File: src/rtl/core/buddy_page_allocator_assert.svh
// Assertion macros for the buddy page allocator.
`ifndef BUDDY_PAGE_ALLOCATOR_ASSERT_SVH
`define BUDDY_PAGE_ALLOCATOR_ASSERT_SVH

// The condition must hold in the same cycle as the trigger.
`define BPA_ASSERT_NOW(lbl, ante, cons, msg) \
  lbl: assert property (@(posedge clk) disable iff (rst) (ante) |-> (cons)) else $error(msg);

// The condition must hold in the cycle after the trigger.
`define BPA_ASSERT_NEXT(lbl, ante, cons, msg) \
  lbl: assert property (@(posedge clk) disable iff (rst) (ante) |=> (cons)) else $error(msg);

`endif

File: src/rtl/core/bpa_ram.sv
// Generic single-port-write, single-port-read RAM with a registered read.
module bpa_ram #(
  parameter int unsigned WIDTH = 8,
  parameter int unsigned DEPTH = 16,
  parameter int unsigned AW    = $clog2(DEPTH)
) (
  input  logic             clk,
  input  logic             we,
  input  logic [AW-1:0]    waddr,
  input  logic [WIDTH-1:0] wdata,
  input  logic [AW-1:0]    raddr,
  output logic [WIDTH-1:0] rdata
);

  logic [WIDTH-1:0] mem [DEPTH];

  always_ff @(posedge clk) begin
    if (we) begin
      mem[waddr] <= wdata;
    end
    rdata <= mem[raddr];
  end

endmodule

File: config.mk
export PLATFORM = sky130hd
export DESIGN_NAME = bpa_ram
export DESIGN_NICKNAME = d
export VERILOG_FILES = /design/src/rtl/core/buddy_page_allocator_assert.svh /design/src/rtl/core/bpa_ram.sv
export SDC_FILE = /design/constraint.sdc
export NUM_CORES = 1
export LEC_CHECK = 0
export ABC_AREA = 1
export BUFFER_PORTS_ARGS = -buffer_cell sky130_fd_sc_hd__buf_2
export CORE_ASPECT_RATIO = 1.5
export CORE_MARGIN = 4
export CORE_UTILIZATION = 35
export DETAILED_ROUTE_END_ITERATION = 6
export PLACE_DENSITY = 0.5
export SYNTH_ARGS = -nofsm -noshare
export SYNTH_HDL_FRONTEND = slang
export SYNTH_SLANG_ARGS = --single-unit
File: constraint.sdc
create_clock -name clk -period 2.5 [get_ports clk]
set_input_delay 0.25 -clock clk [delete_from_list [all_inputs] [get_ports clk]]
set_output_delay 0.25 -clock clk [all_outputs]
set_load 0.005 [all_outputs]
Word level (Yosys, flattened, before mapping)

Memories as Yosys holds them, arrays and structs flattened. A register that Yosys moved wholly into a read port is not among the register bits.
Cells that the tools add are included.

Register bits after elaboration: 0
Memory bits (writable): 128
Bits of input ports: 18
Output and inout port bits: 8
Logic and storage cells: 3
Memories kept: 1

Muxes and demuxes: 2

Memory list:

| memory | depth | width | read ports | clocked after Yosys merged registers in | wr ports | RTL line      | source |
|---|---|---|---|---|---|---|---|
| mem    | 16    | 8     | 1          | 1                                       | 1        | bpa_ram.sv:15 | `logic [WIDTH-1:0] mem [DEPTH];` |

Operators with widths:

| operator | count |
|---|---|
| $mux 1   | 2 |

Depth between registers and ports, before layout

Gate-level depths: netlist (run 1).

Word-level depth: 2
Depth in mapped cells: 8
Mapped depth without buffers: 7

Worst setup path after synthesis (run 1)

No wires, ideal clock.

Path kind: input -> register
From: input port waddr[2]
To: memory mem[10][0] (enable)
Library setup time: 0.370 ns
Data arrival time: 0.831 ns
Required time: 2.130 ns
Path slack: 1.299 ns
Stages on the path: 2
Path buffers: 0
Cell sequence: nand3b_1 > nor2_1

RTL lines:

| what            | RTL line      | source |
|---|---|---|
| start, declared | bpa_ram.sv:9  | `input logic [AW-1:0] waddr,` |
| end, declared   | bpa_ram.sv:15 |  |

No word-level cell before the write port.

==> impl_metrics.tcl, run 1 <==
set metrics [dict create \
    root_buffer "clkbuf_16" \
    antenna_found_initial 0 \
    clock.fmax_mhz 792.2 \
    timing.final.hold_violations 0 \
    postRouteAntennaNets 0 \
    cts_repair_resize_count 0 \
    clock_skew_ns 0.006937 \
    grt_usage_pct 16.20 \
    yosysTopAreaCell "edfxtp_1" \
    num_vias 3706 \
    whs_ns 0.2136 \
    grt_start_max_net_pins 65 \
    tightest_slew_ns 0.8745 \
    rsz0062_at_grt "false" \
    drt_iter0_markers 166 \
    arrival_ns 1.56 \
    layout.nets 593 \
    clock_path_buffers 2 \
    fin_crit_sh_pct 50.49 \
    die-area_mm2 0.01864 \
    remaining_drc_errors 0 \
    syn2layout_area_growth_pct 15.88 \
    grtUsageMet1_pct 18.30 \
    die_x_um 112.8 \
    cts_buffers 17 \
    yosysTopAreaCellShare_pct 66.65 \
    layout_setup_ws_ns 1.238 \
    globalplace.congestion 0.7773 \
    crit_slowest_cell "buf_4" \
    vdd.ir_drop.worst_v 0.0004099 \
    tns_ns 0 \
    die_h_um 165.2 \
    layout-drive-gt1-share_pct 10.22 \
    cts.clk_slew.worst_paths_ns 0.06 \
    clk_latency_ns 0.40 \
    syn-instance-count 551 \
    portBuffers 25 \
    cts_tree "yes" \
    grt_pass1_wl_mm 22.26 \
    wl_mm 14.24 \
    syn_area_mm2 0.005767 \
    met3_usage_pct 2.552 \
    final.min_clock_period_ns 1.262 \
    hold_class "in -> reg" \
    dp_cells 762 \
    dpl.hpwl_mm 9.237 \
    final_common_cell "nand2_1" \
    cts_setup_buffers 0 \
    required_ns 2.79 \
    synth_area_per_cell_um2 10.47 \
    dr.pass1.iters 4 \
    grt_pass1_vias 3864 \
    crit_type "in -> reg" \
    yosysUniqueCellTypes 12 \
    slew_viol_final 0 \
    critical_path_buf_inv_count 2 \
    syn-num-nets 569 \
    max-cap-violations 0 \
    crit_family "buffers and inverters" \
    rows 57 \
    finalSetupViolations 0 \
    wire_per_inst_um 17.95 \
    grt_busiest_layer "met2" \
    grt-ovfl-total 0 \
    layout_common_cells "173 x nand2_1, 128 x edfxtp_1, 100 x inv_1" \
    routed_via_density 4.673 \
    critPathLaunchType "input pin" \
    hold_buffers 0 \
    status "complete, no violations" \
    slew_headroom_pct 41.48 \
    worstPathCellList "buf_2, buf_4, nand2_1, nand3_1, nand3_1, nand3_1, nand2_1" \
    antenna_cells 0 \
    core_mm2 0.01619 \
    synth_seq_cells 136 \
    cts-htree-levels 4 \
    cp-end-kind "flop" \
    start_util_pct 35.62 \
    leakage_nw 2.856 \
    io_pins 26 \
    path_max_fanout 64 \
    seq_area_frac_synth_pct 69.43 \
    cts.sinks 136 \
    use_met2_pct 29.50 \
    post-place-ws_ns 0.8240 \
    yosysWarnings 0 \
    crit_top_cell "nand3_1" \
    slowest_delay_ns 0.54 \
    synthTopCellsByArea "edfxtp_1 67%, nand2_1 11%, nand3_1 8.4%" \
    p_per_area_mw_per_mm2 846.5 \
    final_cells 793 \
]
==> per-layer routing <==
layer	vias to the layer above	part of all wire, %
met5	-	0
met4	0	3.4
met3	24	2.6
met2	78	55
met1	1785	39
li1	1819	-
==> state kept, by name, indices dropped and copies added (netlist names) <==
register,cells
mem,128
rdata,8
==> cells in the mapped netlist <==
library cell and n:
buf_1 1, buf_2 13, buf_4 4, buf_6 6
dfxtp_1 8, edfxtp_1 128, inv_1 100, inv_2 2
nand2_1 173, nand3_1 97, nand3b_1 2, nor2_1 17
==> area by class of cell <==
class / instances / area [um^2]
tap: 206 / 257.7
fill: 1531 / 9507
sequential: 136 / 4004
multi-input combinational: 289 / 1214
timing repair buffer: 29 / 167.7
inverter: 102 / 382.9
clock inverter: 13 / 227.7
clock buffer: 18 / 429.2
==> final timing paths <==
kind	startpoint	endpoint	slack (ns)	cells after the start
worst min-delay path	raddr[3]	rdata[2]	0.21	3
worst min register to register	mem[14][4]	rdata[4]	0.69	6
worst max-delay path	raddr[0]	rdata[1]	1.24	7
worst max register to register	mem[1][6]	rdata[6]	1.38	6
==> per-stage QoR <==
stage | utilization [%] | cell area, um^2 | power (mW)
finish | 41.28 | 6683 | 5.657
global route | 41.28 | 6683 | 5.833
CTS | 41.28 | 6683 | 5.698
detailed placement | 37.22 | 6026 | 2.928
global placement | 37.22 | 6026 | 2.925
floorplan | - | 5767 | 2.790
==> report_power, final <==
part	switching (mW)	internal, mW
registers	0.0183	2.55
logic	0.221	0.0840
clock network	0.922	1.86
==> logic make-up after synthesis <==
kind of cell	after synthesis	share of synthesized area, %
buffers and inverters	126	9.525
and+or+nand+nor	289	21.05
DFF	136	69.43
==> tightest hold or removal path, stage by stage <==
cell     delay [ns]
buf_2          0.17
nand3_1        0.10
nand2_1        0.05
(Power assumes the default switching activity.)
==> run 2, diff against run 1 <==
- ABC_AREA: 1 -> 0
- PLACE_DENSITY: 0.5 -> 0.52
- clock period: 2.5 -> 1.05 ns (I/O delays scaled with it)
==> run 2 against run 1 <==
Against the previous run: the run now ends with negative setup slack left; clock skew is 0.0015 ns lower; sequential share of layout area grew 1.2 points; final cell count shrank 36%; core utilization rose by 4.0 points; largest cell class unchanged; highest routed layer unchanged.
==> impl_metrics.tcl, run 2 <==
set metrics [dict create \
    final.min_clock_period_ns 1.268 \
    postRouteAntennaNets 0 \
    layout_setup_ws_ns -0.2180 \
    r2r_end "rdata[2]" \
    path_max_fanout 1 \
    antenna_found_initial 0 \
    synth_seq_cells 136 \
    portBuffers 25 \
    rsz0062_at_grt "true" \
    yosysUniqueCellTypes 19 \
    grt_usage_pct 13.30 \
    synth_adder_area_share_pct 0 \
    cts_setup_buffers 0 \
    die_x_um 107.0 \
    holdPathStages 1 \
    cts.clk_slew.worst_paths_ns 0.06 \
    globalplace.congestion 0.7161 \
    hold_buffers 0 \
    num_vias 2425 \
    crit_start "mem[7][2]" \
    min_from "wdata[7]" \
    cp-end-kind "flop" \
    violations "negative setup slack" \
    yosysTopAreaCellShare_pct 74.67 \
    die_h_um 156.5 \
    final_common_cell "edfxtp_1" \
    final_core_util_pct 45.29 \
    hold_class "in -> reg" \
    slew_viol_final 0 \
    p_per_area_mw_per_mm2 2019 \
    routed_via_density 4.746 \
    synthMuxAreaShare_pct 15.02 \
    synthTopCellsByArea "edfxtp_1 75%, mux4_2 7.9%, mux4_1 7.1%" \
    synth_edf_count 128 \
    clk_latency_ns 0.41 \
    clock_path_buffers 2 \
    clock.fmax_mhz 788.6 \
    dpl.hpwl_mm 7.107 \
    layout_common_cells "128 x edfxtp_1, 32 x mux4_2, 29 x buf_4" \
    top_regs "mem x128, rdata x8" \
    async_flop_share_pct 0 \
    root_buffer "clkbuf_16" \
    tns_ns -1.553 \
    synth_xor_xnor_area_share_pct 0 \
    tightest_slew_ns 0.8561 \
    largest_reg_flops 128 \
    post-place-ws_ns -0.5491 \
    arrival_ns 1.55 \
    r2r-start "mem[7][2]" \
    synth_area_per_cell_um2 22.48 \
    cts_buffers 17 \
    yosysTopAreaCell "edfxtp_1" \
    yosysMostFrequentCell "edfxtp_1" \
    wire_per_inst_um 20.17 \
    dr.pass1.iters 4 \
    status "finished, violations left" \
    cts-htree-levels 4 \
    rows 54 \
    syn2layout_area_growth_pct 27.22 \
    grt_pass1_wl_mm 15.53 \
    grt_start_max_net_pins 28 \
    slowest_delay_ns 0.51 \
    syn-num-nets 247 \
    antenna_cells 0 \
    io_pins 26 \
    leakage_nw 2.199 \
    die-area_mm2 0.01675 \
    clock_skew_ns 0.005446 \
    yosys.area_share.simple_pct 3.184 \
    synth_compound_area_share_pct 2.333 \
    top_register "mem" \
    vdd.ir_drop.worst_v 0.0008663 \
    cts_tree "yes" \
    required_ns 1.34 \
    slew_headroom_pct 42.72 \
    worstPathCellList "mux4_2, a22oi_2, nand2_1" \
    fin_crit_sh_pct 120.8 \
    grt-ovfl-total 0 \
    synth_common_cells "128 x edfxtp_1, 18 x mux4_2, 16 x a22oi_1" \
    grt_pass1_vias 2626 \
    max-cap-violations 0 \
    timing.final.hold_violations 0 \
    syn_area_mm2 0.005147 \
    finalSetupViolations 8 \
    core_mm2 0.01446 \
    layout-drive-gt1-share_pct 46.67 \
    remaining_drc_errors 0 \
    synth_flop_cell "edfxtp_1" \
    start_util_pct 35.60 \
    yosysWarnings 0 \
    drt_iter0_markers 128 \
    fin_area_mm2 0.006549 \
    wl_mm 10.31 \
    syn-instance-count 229 \
    critPathCapture "rdata[2]" \
    critPathLaunchType "flop" \
    ff2ff_path_depth 3 \
    crit_type "reg -> reg" \
    cts.sinks 136 \
    layout.nets 320 \
    synth_top_family_by_area "multiplexers" \
    crit_slowest_cell "mux4_2" \
    place_area_mm2 0.005861 \
    reg2reg_slack_ns -0.22 \
    seq_area_frac_synth_pct 77.78 \
]
[run 2: report_power, final]
part | internal (mW) | total [mW] | leakage (nW) | switching (mW)
clock network | 4.33 | 6.44 | 0.312 | 2.11
registers | 6.07 | 6.11 | 1.22 | 0.0346
logic | 0.319 | 0.677 | 0.663 | 0.357
total | 10.7 | 13.2 | 2.20 | 2.50
[run 2: worst min path at each step]
stage | endpoint
final | mem[6][7]
after global routing | mem[2][5]
after CTS | mem[1][5]
after detailed placement | rdata[1]
after global placement | rdata[1]
after floorplan | mem[0][0]
[run 2: kinds of logic (layout without fill, tap and decap cells)]
logic type      after synthesis  in the layout
simple gates                 35             35
compound gates               16             16
flops                       136            136
mux                          32             32
buf+inv                      10             96
[run 2: timing repair]
| item | CTS | global route |
|---|---|---|
| gates resized for setup | 8 | 0 |
| cloned | 0 | 0 |
| setup endpoints to repair | 9 | 8 |
| pin swaps | 2 | 2 |
[run 2: per-stage QoR]
| stage | power [mW] | hold slack, ns | std cells |
|---|---|---|---|
| 3_3_place_gp | 6.885 | 0.4842 | 479 |
| 3_5_place_dp | 6.899 | 0.4855 | 479 |
| 6_report | 13.23 | 0.09256 | 511 |
| 5_1_grt | 13.66 | 0.09300 | 511 |
| 4_1_cts | 13.36 | 0.07471 | 511 |
| 2_1_floorplan | 6.560 | 0.2039 | 229 |
[run 2: per-layer routing]
metal / vias up / part of all wire (%) / track usage, %
met3: 10 / 3.5 / 2.806
met4: 0 / 1.8 / 6.520
li1: 1102 / - / -
met2: 50 / 56 / 23.69
met1: 1263 / 39 / 15.01
met5: - / 0 / 0
[run 2: cell type report]
type	count	area (um^2)
fillers	1253	7910
flip-flops and latches	136	4005
multi-input cells	83	1104
repair buffers	64	543.0
clock buffers	20	456.7
well taps	196	245.2
clock inverters	12	195.2
[run 2: critical path: cells and delay by family (launching register included)]
kind	cells	cell delay, ns
AO/OA/AOI/OAI	1	0.17
flip-flops	1	0.37
multiplexers	1	0.51
AND/OR/NAND/NOR	1	0.09
